$ cat config.mk
export PLATFORM = sky130hd
export DESIGN_NAME = unseen_card_tracker_and_dealer_unit
export DESIGN_NICKNAME = d
export VERILOG_FILES = /design/src/rtl/uctd_pkg.sv /design/src/rtl/unseen_card_tracker_and_dealer_unit.sv /design/src/rtl/uctd_mod.sv
export SDC_FILE = /design/constraint.sdc
export NUM_CORES = 1
export LEC_CHECK = 0
export BUFFER_PORTS_ARGS = -buffer_cell sky130_fd_sc_hd__clkbuf_2
export CORE_ASPECT_RATIO = 0.7
export CORE_MARGIN = 2
export CORE_UTILIZATION = 58
export CTS_CLUSTER_DIAMETER = 200
export DETAILED_ROUTE_END_ITERATION = 6
export GPL_ROUTABILITY_DRIVEN = 0
export PLACE_DENSITY = 0.79
export SLEW_MARGIN = 20
export SYNTH_ARGS = -nofsm -noshare
export SYNTH_HDL_FRONTEND = slang
export SYNTH_HIERARCHICAL = 1
export SYNTH_SLANG_ARGS = --single-unit
$ cat constraint.sdc
create_clock -name clk -period 8.2 [get_ports clk]
set_input_delay 0.82 -clock clk [delete_from_list [all_inputs] [get_ports clk]]
set_output_delay 0.82 -clock clk [all_outputs]
set_load 0.01 [all_outputs]
$ cat src/rtl/uctd_pkg.sv
package uctd_pkg;

  localparam int DECK_SIZE = 52;
  localparam int CARD_W    = 6;
  localparam int SEAT_W    = 2;
  localparam int SEAT_FIELDS = 4;
  localparam int SEED_W    = 32;

  typedef enum logic [1:0] {
    CMD_INIT  = 2'd0,
    CMD_PLAY  = 2'd1,
    CMD_DEAL  = 2'd2,
    CMD_DETER = 2'd3
  } cmd_t;

  typedef struct packed {
    logic [1:0]           cmd;
    logic [SEAT_W-1:0]    observer_seat;
    logic [CARD_W-1:0]    card;
    logic [DECK_SIZE-1:0] own_hand;
    logic [DECK_SIZE-1:0] table_cards;
    logic [2:0]           player_count;
    logic [CARD_W-1:0]    hand_size_0;
    logic [CARD_W-1:0]    hand_size_1;
    logic [CARD_W-1:0]    hand_size_2;
    logic [CARD_W-1:0]    hand_size_3;
  } item_t;

  typedef struct packed {
    logic [SEAT_W-1:0]    seat;
    logic [DECK_SIZE-1:0] hand;
    logic [DECK_SIZE-1:0] unseen_set;
    logic [CARD_W-1:0]    unseen_total;
    logic                 last;
  } result_t;

endpackage

$ cat src/rtl/unseen_card_tracker_and_dealer_unit.sv
// Unseen-card tracker and random dealer.
// Input channel (item_valid/item_stall) carries one command; a transfer
// happens when valid is high and stall low. Stall stays high while a command
// is being worked on. Output channel (result_valid/result_stall) carries
// status or hand results from an output register; 'last' marks the final one.
// cfg_valid/cfg_ready writes the seed register (always ready).
// Init and deal run a bit scan over the deck that counts the unseen set.
// Determinize: a bit scan writes the unseen cards into the card list, then
// the demand of the dealt seats is summed; each draw steps the generator,
// takes the remainder in the remainder unit and swaps two list entries (read
// i, read j, write i, write j); then the seats are dealt in order, card by
// card from the list. One item at a time.
// Reset clears the unseen set, count and observer seat, and sets generator
// and seed to one. The card list needs no clearing. A stalled receiver holds
// the result in the output register and the sequencer waits for it.
module unseen_card_tracker_and_dealer_unit #(
  parameter int MAX_PLAYERS = 4
) (
  input  logic                        clk,
  input  logic                        rst,
  input  logic                        item_valid,
  output logic                        item_stall,
  input  uctd_pkg::item_t             item,
  output logic                        result_valid,
  input  logic                        result_stall,
  output uctd_pkg::result_t           result,
  input  logic                        cfg_valid,
  output logic                        cfg_ready,
  input  logic [uctd_pkg::SEED_W-1:0] cfg_data
);
  import uctd_pkg::*;

  localparam int SEAT_LIMIT = (MAX_PLAYERS < SEAT_FIELDS) ? MAX_PLAYERS : SEAT_FIELDS;

  typedef enum logic [12:0] {
    S_IDLE  = 13'b0000000000001,
    S_SCAN  = 13'b0000000000010,
    S_SUM   = 13'b0000000000100,
    S_RNG   = 13'b0000000001000,
    S_DIV   = 13'b0000000010000,
    S_RDI   = 13'b0000000100000,
    S_RDJ   = 13'b0000001000000,
    S_WRI   = 13'b0000010000000,
    S_WRJ   = 13'b0000100000000,
    S_SEAT  = 13'b0001000000000,
    S_DRD   = 13'b0010000000000,
    S_DOR   = 13'b0100000000000,
    S_EMIT  = 13'b1000000000000
  } state_t;

  state_t state;

  logic [DECK_SIZE-1:0] unseen_cards;
  logic [CARD_W-1:0]    unseen_num;
  logic [SEAT_W-1:0]    observer_index;
  logic [SEED_W-1:0]    prng_state;
  logic [SEED_W-1:0]    seed_start;

  logic                 det;
  logic [DECK_SIZE-1:0] own;
  logic [CARD_W-1:0]    sizes [SEAT_FIELDS];
  logic [2:0]           seats;
  logic [CARD_W-1:0]    idx;
  logic [CARD_W-1:0]    cnt;
  logic [CARD_W-1:0]    list_len;
  logic [CARD_W-1:0]    needed;
  logic [CARD_W-1:0]    i_pos;
  logic [CARD_W-1:0]    j_pos;
  logic [CARD_W-1:0]    ci;
  logic [CARD_W-1:0]    deal_pos;
  logic [CARD_W-1:0]    dealt;
  logic [SEAT_W-1:0]    p;
  logic [DECK_SIZE-1:0] hand;

  // card list memory
  logic [CARD_W-1:0] card_list [DECK_SIZE];
  logic              mem_we;
  logic [CARD_W-1:0] mem_waddr, mem_wdata, mem_raddr, mem_q;

  logic              div_start, div_done;
  logic [CARD_W-1:0] div_rem;
  logic [SEED_W-1:0] x1, x2, x3;
  logic [7:0]        need_sum;
  logic [2:0]        seats_in;
  logic              scan_bit;
  logic              emit_ok;

  assign item_stall = (state != S_IDLE);
  assign cfg_ready  = 1'b1;
  assign emit_ok    = !result_valid || !result_stall;
  assign scan_bit   = unseen_cards[idx];

  // xorshift32 step
  assign x1 = prng_state ^ (prng_state << 13);
  assign x2 = x1 ^ (x1 >> 17);
  assign x3 = x2 ^ (x2 << 5);

  // seat clamp and demand of the dealt seats
  always_comb begin
    seats_in = (item.player_count > 3'(SEAT_LIMIT)) ? 3'(SEAT_LIMIT) : item.player_count;
    need_sum = '0;
    for (int k = 0; k < SEAT_FIELDS; k++) begin
      if ((3'(k) < seats) && (SEAT_W'(k) != observer_index)) begin
        need_sum = need_sum + 8'(sizes[k]);
      end
    end
  end

  // memory port selection
  always_comb begin
    mem_we    = 1'b0;
    mem_waddr = cnt;
    mem_wdata = idx;
    mem_raddr = i_pos;
    div_start = 1'b0;
    unique case (state)
      S_SCAN:  mem_we = det && scan_bit;
      S_RDJ:   mem_raddr = j_pos;
      S_WRI:   begin
        mem_we = 1'b1; mem_waddr = i_pos; mem_wdata = mem_q;
      end
      S_WRJ:   begin
        mem_we = 1'b1; mem_waddr = j_pos; mem_wdata = ci;
      end
      S_DRD:   mem_raddr = deal_pos;
      S_RNG:   div_start = 1'b1;
      default: ;
    endcase
  end

  always_ff @(posedge clk) begin
    if (mem_we) card_list[mem_waddr] <= mem_wdata;
    mem_q <= card_list[mem_raddr];
  end

  uctd_mod u_mod (
    .clk       (clk),
    .rst       (rst),
    .start     (div_start),
    .dividend  (x3),
    .divisor   (CARD_W'(list_len - i_pos)),
    .done      (div_done),
    .remainder (div_rem)
  );

  // seed register
  always_ff @(posedge clk) begin
    if (rst) begin
      seed_start <= 32'd1;
    end else if (cfg_valid) begin
      seed_start <= cfg_data;
    end
  end

  // sequencer
  always_ff @(posedge clk) begin
    if (rst) begin
      state          <= S_IDLE;
      result_valid   <= 1'b0;
      unseen_cards   <= '0;
      unseen_num     <= '0;
      observer_index <= '0;
      prng_state     <= 32'd1;
    end else begin
      // the emit state reloads the output register itself
      if (result_valid && !result_stall && (state != S_EMIT)) result_valid <= 1'b0;
      unique case (state)
        S_IDLE: begin
          if (item_valid) begin
            own      <= item.own_hand;
            sizes[0] <= item.hand_size_0;
            sizes[1] <= item.hand_size_1;
            sizes[2] <= item.hand_size_2;
            sizes[3] <= item.hand_size_3;
            seats    <= seats_in;
            idx      <= '0;
            cnt      <= '0;
            det      <= 1'b0;
            unique case (cmd_t'(item.cmd))
              CMD_INIT: begin
                observer_index <= item.observer_seat;
                unseen_cards   <= ~(item.own_hand | item.table_cards);
                prng_state     <= seed_start;
                state          <= S_SCAN;
              end
              CMD_PLAY: begin
                if ((item.card < CARD_W'(DECK_SIZE)) && unseen_cards[item.card]) begin
                  unseen_cards[item.card] <= 1'b0;
                  if (unseen_num != '0) unseen_num <= unseen_num - 1'b1;
                end
                state <= S_EMIT;
              end
              CMD_DEAL: begin
                unseen_cards <= unseen_cards & ~item.own_hand;
                state        <= S_SCAN;
              end
              CMD_DETER: begin
                if (seats_in == '0) begin
                  state <= S_EMIT;
                end else begin
                  det   <= 1'b1;
                  state <= S_SCAN;
                end
              end
              default: state <= S_IDLE;
            endcase
          end
        end
        // one card bit a cycle: count, and in determinize mode list the unseen cards
        S_SCAN: begin
          cnt <= cnt + CARD_W'(scan_bit);
          idx <= idx + 1'b1;
          if (idx == CARD_W'(DECK_SIZE - 1)) begin
            if (det) begin
              list_len <= cnt + CARD_W'(scan_bit);
              state    <= S_SUM;
            end else begin
              unseen_num <= cnt + CARD_W'(scan_bit);
              state      <= S_EMIT;
            end
          end
        end
        S_SUM: begin
          needed   <= (need_sum > 8'(list_len)) ? list_len : CARD_W'(need_sum);
          i_pos    <= '0;
          deal_pos <= '0;
          p        <= '0;
          state    <= S_RNG;
        end
        // draw loop
        S_RNG: begin
          if (i_pos == needed) begin
            state <= S_SEAT;
          end else begin
            prng_state <= x3;
            state      <= S_DIV;
          end
        end
        S_DIV: begin
          if (div_done) begin
            j_pos <= i_pos + div_rem;
            state <= S_RDI;
          end
        end
        S_RDI: state <= S_RDJ;
        S_RDJ: begin
          ci    <= mem_q;
          state <= S_WRI;
        end
        S_WRI: state <= S_WRJ;
        S_WRJ: begin
          i_pos <= i_pos + 1'b1;
          state <= S_RNG;
        end
        // deal in seat order
        S_SEAT: begin
          dealt <= '0;
          if (p == observer_index) begin
            hand  <= own;
            state <= S_EMIT;
          end else begin
            hand  <= '0;
            state <= S_DRD;
          end
        end
        S_DRD: begin
          if ((dealt == sizes[p]) || (deal_pos == needed)) begin
            state <= S_EMIT;
          end else begin
            state <= S_DOR;
          end
        end
        S_DOR: begin
          hand[mem_q] <= 1'b1;
          deal_pos    <= deal_pos + 1'b1;
          dealt       <= dealt + 1'b1;
          state       <= S_DRD;
        end
        S_EMIT: begin
          if (emit_ok) begin
            result_valid        <= 1'b1;
            result.seat         <= det ? p : '0;
            result.hand         <= det ? hand : '0;
            result.unseen_set   <= unseen_cards;
            result.unseen_total <= unseen_num;
            if (!det || (3'(p) + 3'd1 == seats)) begin
              result.last <= 1'b1;
              state       <= S_IDLE;
            end else begin
              result.last <= 1'b0;
              p           <= p + 1'b1;
              state       <= S_SEAT;
            end
          end
        end
        default: state <= S_IDLE;
      endcase
    end
  end

endmodule

$ cat src/rtl/uctd_mod.sv
// Restoring remainder unit: one dividend bit per cycle.
module uctd_mod (
  input  logic                         clk,
  input  logic                         rst,
  input  logic                         start,
  input  logic [uctd_pkg::SEED_W-1:0]  dividend,
  input  logic [uctd_pkg::CARD_W-1:0]  divisor,
  output logic                         done,
  output logic [uctd_pkg::CARD_W-1:0]  remainder
);
  import uctd_pkg::*;

  logic              busy;
  logic [4:0]        cnt;
  logic [SEED_W-1:0] sh;
  logic [CARD_W-1:0] dvs;
  logic [CARD_W:0]   trial;

  assign trial = {remainder, sh[SEED_W-1]};

  // control
  always_ff @(posedge clk) begin
    if (rst) begin
      busy <= 1'b0;
      done <= 1'b0;
      cnt  <= '0;
    end else begin
      done <= 1'b0;
      if (start) begin
        busy <= 1'b1;
        cnt  <= '0;
      end else if (busy) begin
        cnt <= cnt + 5'd1;
        if (cnt == 5'd31) begin
          busy <= 1'b0;
          done <= 1'b1;
        end
      end
    end
  end

  // datapath
  always_ff @(posedge clk) begin
    if (start) begin
      sh        <= dividend;
      dvs       <= divisor;
      remainder <= '0;
    end else if (busy) begin
      sh <= {sh[SEED_W-2:0], 1'b0};
      if (trial >= {1'b0, dvs}) begin
        remainder <= CARD_W'(trial - {1'b0, dvs});
      end else begin
        remainder <= trial[CARD_W-1:0];
      end
    end
  end

endmodule
==> results.md <==
* Fmax at approximately 0.17 GHz
* WP data arrival at ~6.4 ns
* Internal power at 7440 µW
* Setup Fix Bufs, Post-CTS at 0
* Sequential share of power at 0.489
* Worst skew pair latency at 0.64 ns
* Die Y-Extent at 216 µm
* Share of the synthesized area in the top cell type at 0.527
* Global Route Usage Sum at 0.306
* H-tree depth at 3
* Area leader, netlist: edfxtp_1
* Ports at 294
* YS warnings at 6
* Number of antenna violations at the first check in global routing at 3
* PD cells at 243 nW/µm²
* Die Area at 66100 µm²
* Ranking of synthesized cells by area: edfxtp_1, dfxtp_1, nand2_1
* Die width at 306 µm
* Critical-path maximum fanout at 6
* TritonRoute pass-1 iters at 7
* Post-synthesis register bit count at between 800 and 900
* TritonCTS Buffers at 77
* Post-layout nets at around 3500
* Leakage at 0.0153 µW
* GRT met1 Usage at 0.441
* # DRC at 9
* Sink Count at 810
* Post-synth cell types at 91
* Number of slew-limit violations in the final report at 0
* Net Count, Synth at approximately 3300
* Post-CTS Resized at 0
* Via/cell ratio at approximately 6.5
* Wire per inst at about 25 µm
* Failing checks: design-rule violations
* Peak VDD IR at 0.193 mV
* Total Wirelength at 104 mm
* First-pass GRT wire length at roughly 150 mm
* Final min period at ~6.0 ns
* Final Skew at about 0.025 ns
* CTS max path bufs at 3
* Final Power at approximately 10000 µW
* Port bufs at approximately 290
* Fillcell total at about 4500
* Asr flop ratio synth at 0
* Sw power at 2690 µW
* CTS root buffer: clkbuf_16
* Final Setup Violations at 0
* Share of cells above drive strength 1 at 0.169
* Row count at a little under 80
* Worst setup EP type: flop
* Final Hold Fails at 0
* Initial drt markers at 4054
* Most frequent cell after synthesis: edfxtp_1
* Hold_ws at between 0.3 and 0.4 ns
* Avg Inst Size Synth at 12.0 µm²
* M3 GR Usage at 0.109
* CP Launch Type: flop
* Comb pwr share at 0.150
* Register area share after synthesis at 0.613
* Clock slew at reported path FFs at roughly 0.06 ns
* Vias at between 20000 and 30000
* Unrepaired setup endpoints after global routing: false
* Post-synth EDFFs at 651
* Vias in the first global route at ~26000
* Setup TNS after final layout at 0 ns
* Tcrit/Tclk final at 0.731
* Core area at ~63000 µm²
* Largest net degree at the start of global routing at 105
* Worst Tran Pin Value at roughly 1.3 ns
* Setup CP Type: flop to flop
* List of most frequent post-synthesis cells: edfxtp_1, nand2_1, nor2_1, dfxtp_1, nand3_1
* Global routing's busiest layer: met1
* DP HPWL at about 71 mm
* Layout area overhead at 12.4%
* Clock power frac at 0.361
* Antenna Nets Post-Route at 0
* Run status: finished with violations
* Mapped Cells at about 3000
* CTS tree: built
* Post-Syn Area at ~37000 µm²
* Main synth FF type: edfxtp_1
* CP required at 8.58 ns
* Slew HR at 0.143
* GRT overflow at 0
* Max-cap violation count at 0
* Cts hold-fix bufs at 0
* Starting density of the core at 0.587
* GRT met2 Usage at 0.437
* Switch share at 0.266
* Min-delay worst type: input port to flop
kinds of logic after synthesis:
logic type,count (synthesis),synth area share
AOI/OAI and AO/OA,516,0.100
xor gates and xnor gates,135,0.0319
adders and majority gates,63,0.0225
buffers and inverters,255,0.0303
DFF,810,0.613
muxes,173,0.0581
other,1,0.000101
and+or+nand+nor,1139,0.145
final timing paths:
path                  start             end  slack (ns)  depth (start not counted)
max                seats[0]       needed[1]        2.21                         20
min                 item[5]     sizes[3][5]        0.36                          1
max reg2reg        seats[0]       needed[1]        2.21                         20
min reg2reg  prng_state[24]  prng_state[24]        0.47                          2
worst max-delay path, stage by stage (launching register included):
cell       delay [ns]
edfxtp_1         0.44
o32a_1           0.46
and2_1           0.21
ha_1             0.23
fa_1             0.45
mux2i_1          0.30
inv_1            0.10
ha_1             0.27
a21o_1           0.17
a21oi_1          0.23
xnor2_1          0.08
mux2_2           0.28
ha_1             0.32
o21ai_0          0.13
a21boi_0         0.14
o21ai_0          0.44
nor2b_1          0.12
o2111ai_1        0.20
o311ai_0         0.18
o211ai_1         0.60
mux2_2           0.40
placed cells by master, fill, tap and decap left out, types with 8 or more instances in the layout:
cell,instances
o311a_1,53
o21a_1,8
a21o_1,27
a211oi_1,17
nor2_1,230
nor3_1,80
nand4_1,21
a221o_1,55
ha_1,55
clkbuf_1,15
edfxtp_1,651
o22ai_1,9
nand3_1,141
nand2_2,8
mux2_2,49
mux2i_1,95
nand2b_1,10
clkinv_1,15
a31oi_1,9
clkinv_2,13
clkbuf_16,81
buf_4,33
and2_1,72
nand2_1,429
dfxtp_1,159
a221oi_1,9
mux4_2,29
a22oi_1,14
bufinv_16,8
a311oi_1,33
a21oi_1,138
xor2_1,39
nor2b_1,16
inv_1,64
clkbuf_2,291
xnor2_1,96
and3_1,50
o21ai_0,80
sequential cells by signal, summed over array words and instances (netlist names), 13 cells and up, named ones only:
signal and cells:
result 113, sizes 24, u_mod/sh 32, seed_start 32
state 13, prng_state 32, own 52, card_list 312
unseen_cards 52, hand 52
power by group through the flow:
stage | Combinational (µW) | Clock (µW) | Sequential [µW]
detailed placement | 1470 | 0 | 5020
global route | 1640 | 3820 | 4950
CTS | 1480 | 3660 | 4930
finish | 1520 | 3660 | 4950
floorplan | 1070 | 0 | 4920
global placement | 1410 | 0 | 5010
routing by layer:
layer	up-vias	routed length, µm
met4	2	3470
li1	11900	-
met1	13300	40600
met2	1922	44500
met5	-	103
met3	302	15000
metrics by stage:
step | util | instance area (µm²) | instances | worst slack [ns]
after floorplan | - | 37100 | 3092 | 1.47
after global placement | 0.618 | 39000 | 4054 | 2.69
after detailed placement | 0.618 | 39100 | 4055 | 2.35
after CTS | 0.659 | 41600 | 4198 | 2.30
after global routing | 0.660 | 41700 | 4201 | 1.85
final | 0.660 | 41700 | 4204 | 2.21
area by class of cell:
| cell class | count | area (µm²) | area share |
|---|---|---|---|
| inverters | 64 | 240 | 0.00576 |
| repair buffers | 326 | 1750 | 0.0419 |
| clock buffers | 101 | 2150 | 0.0516 |
| diodes | 5 | 12.5 | 0.000300 |
| clock inverters | 42 | 420 | 0.0101 |
| multi-input cells | 2027 | 13400 | 0.321 |
| well taps | 829 | 1040 | 0.0249 |
| flip-flops and latches | 810 | 22700 | 0.545 |
No activity file was read; power rests on OpenSTA's default activity.
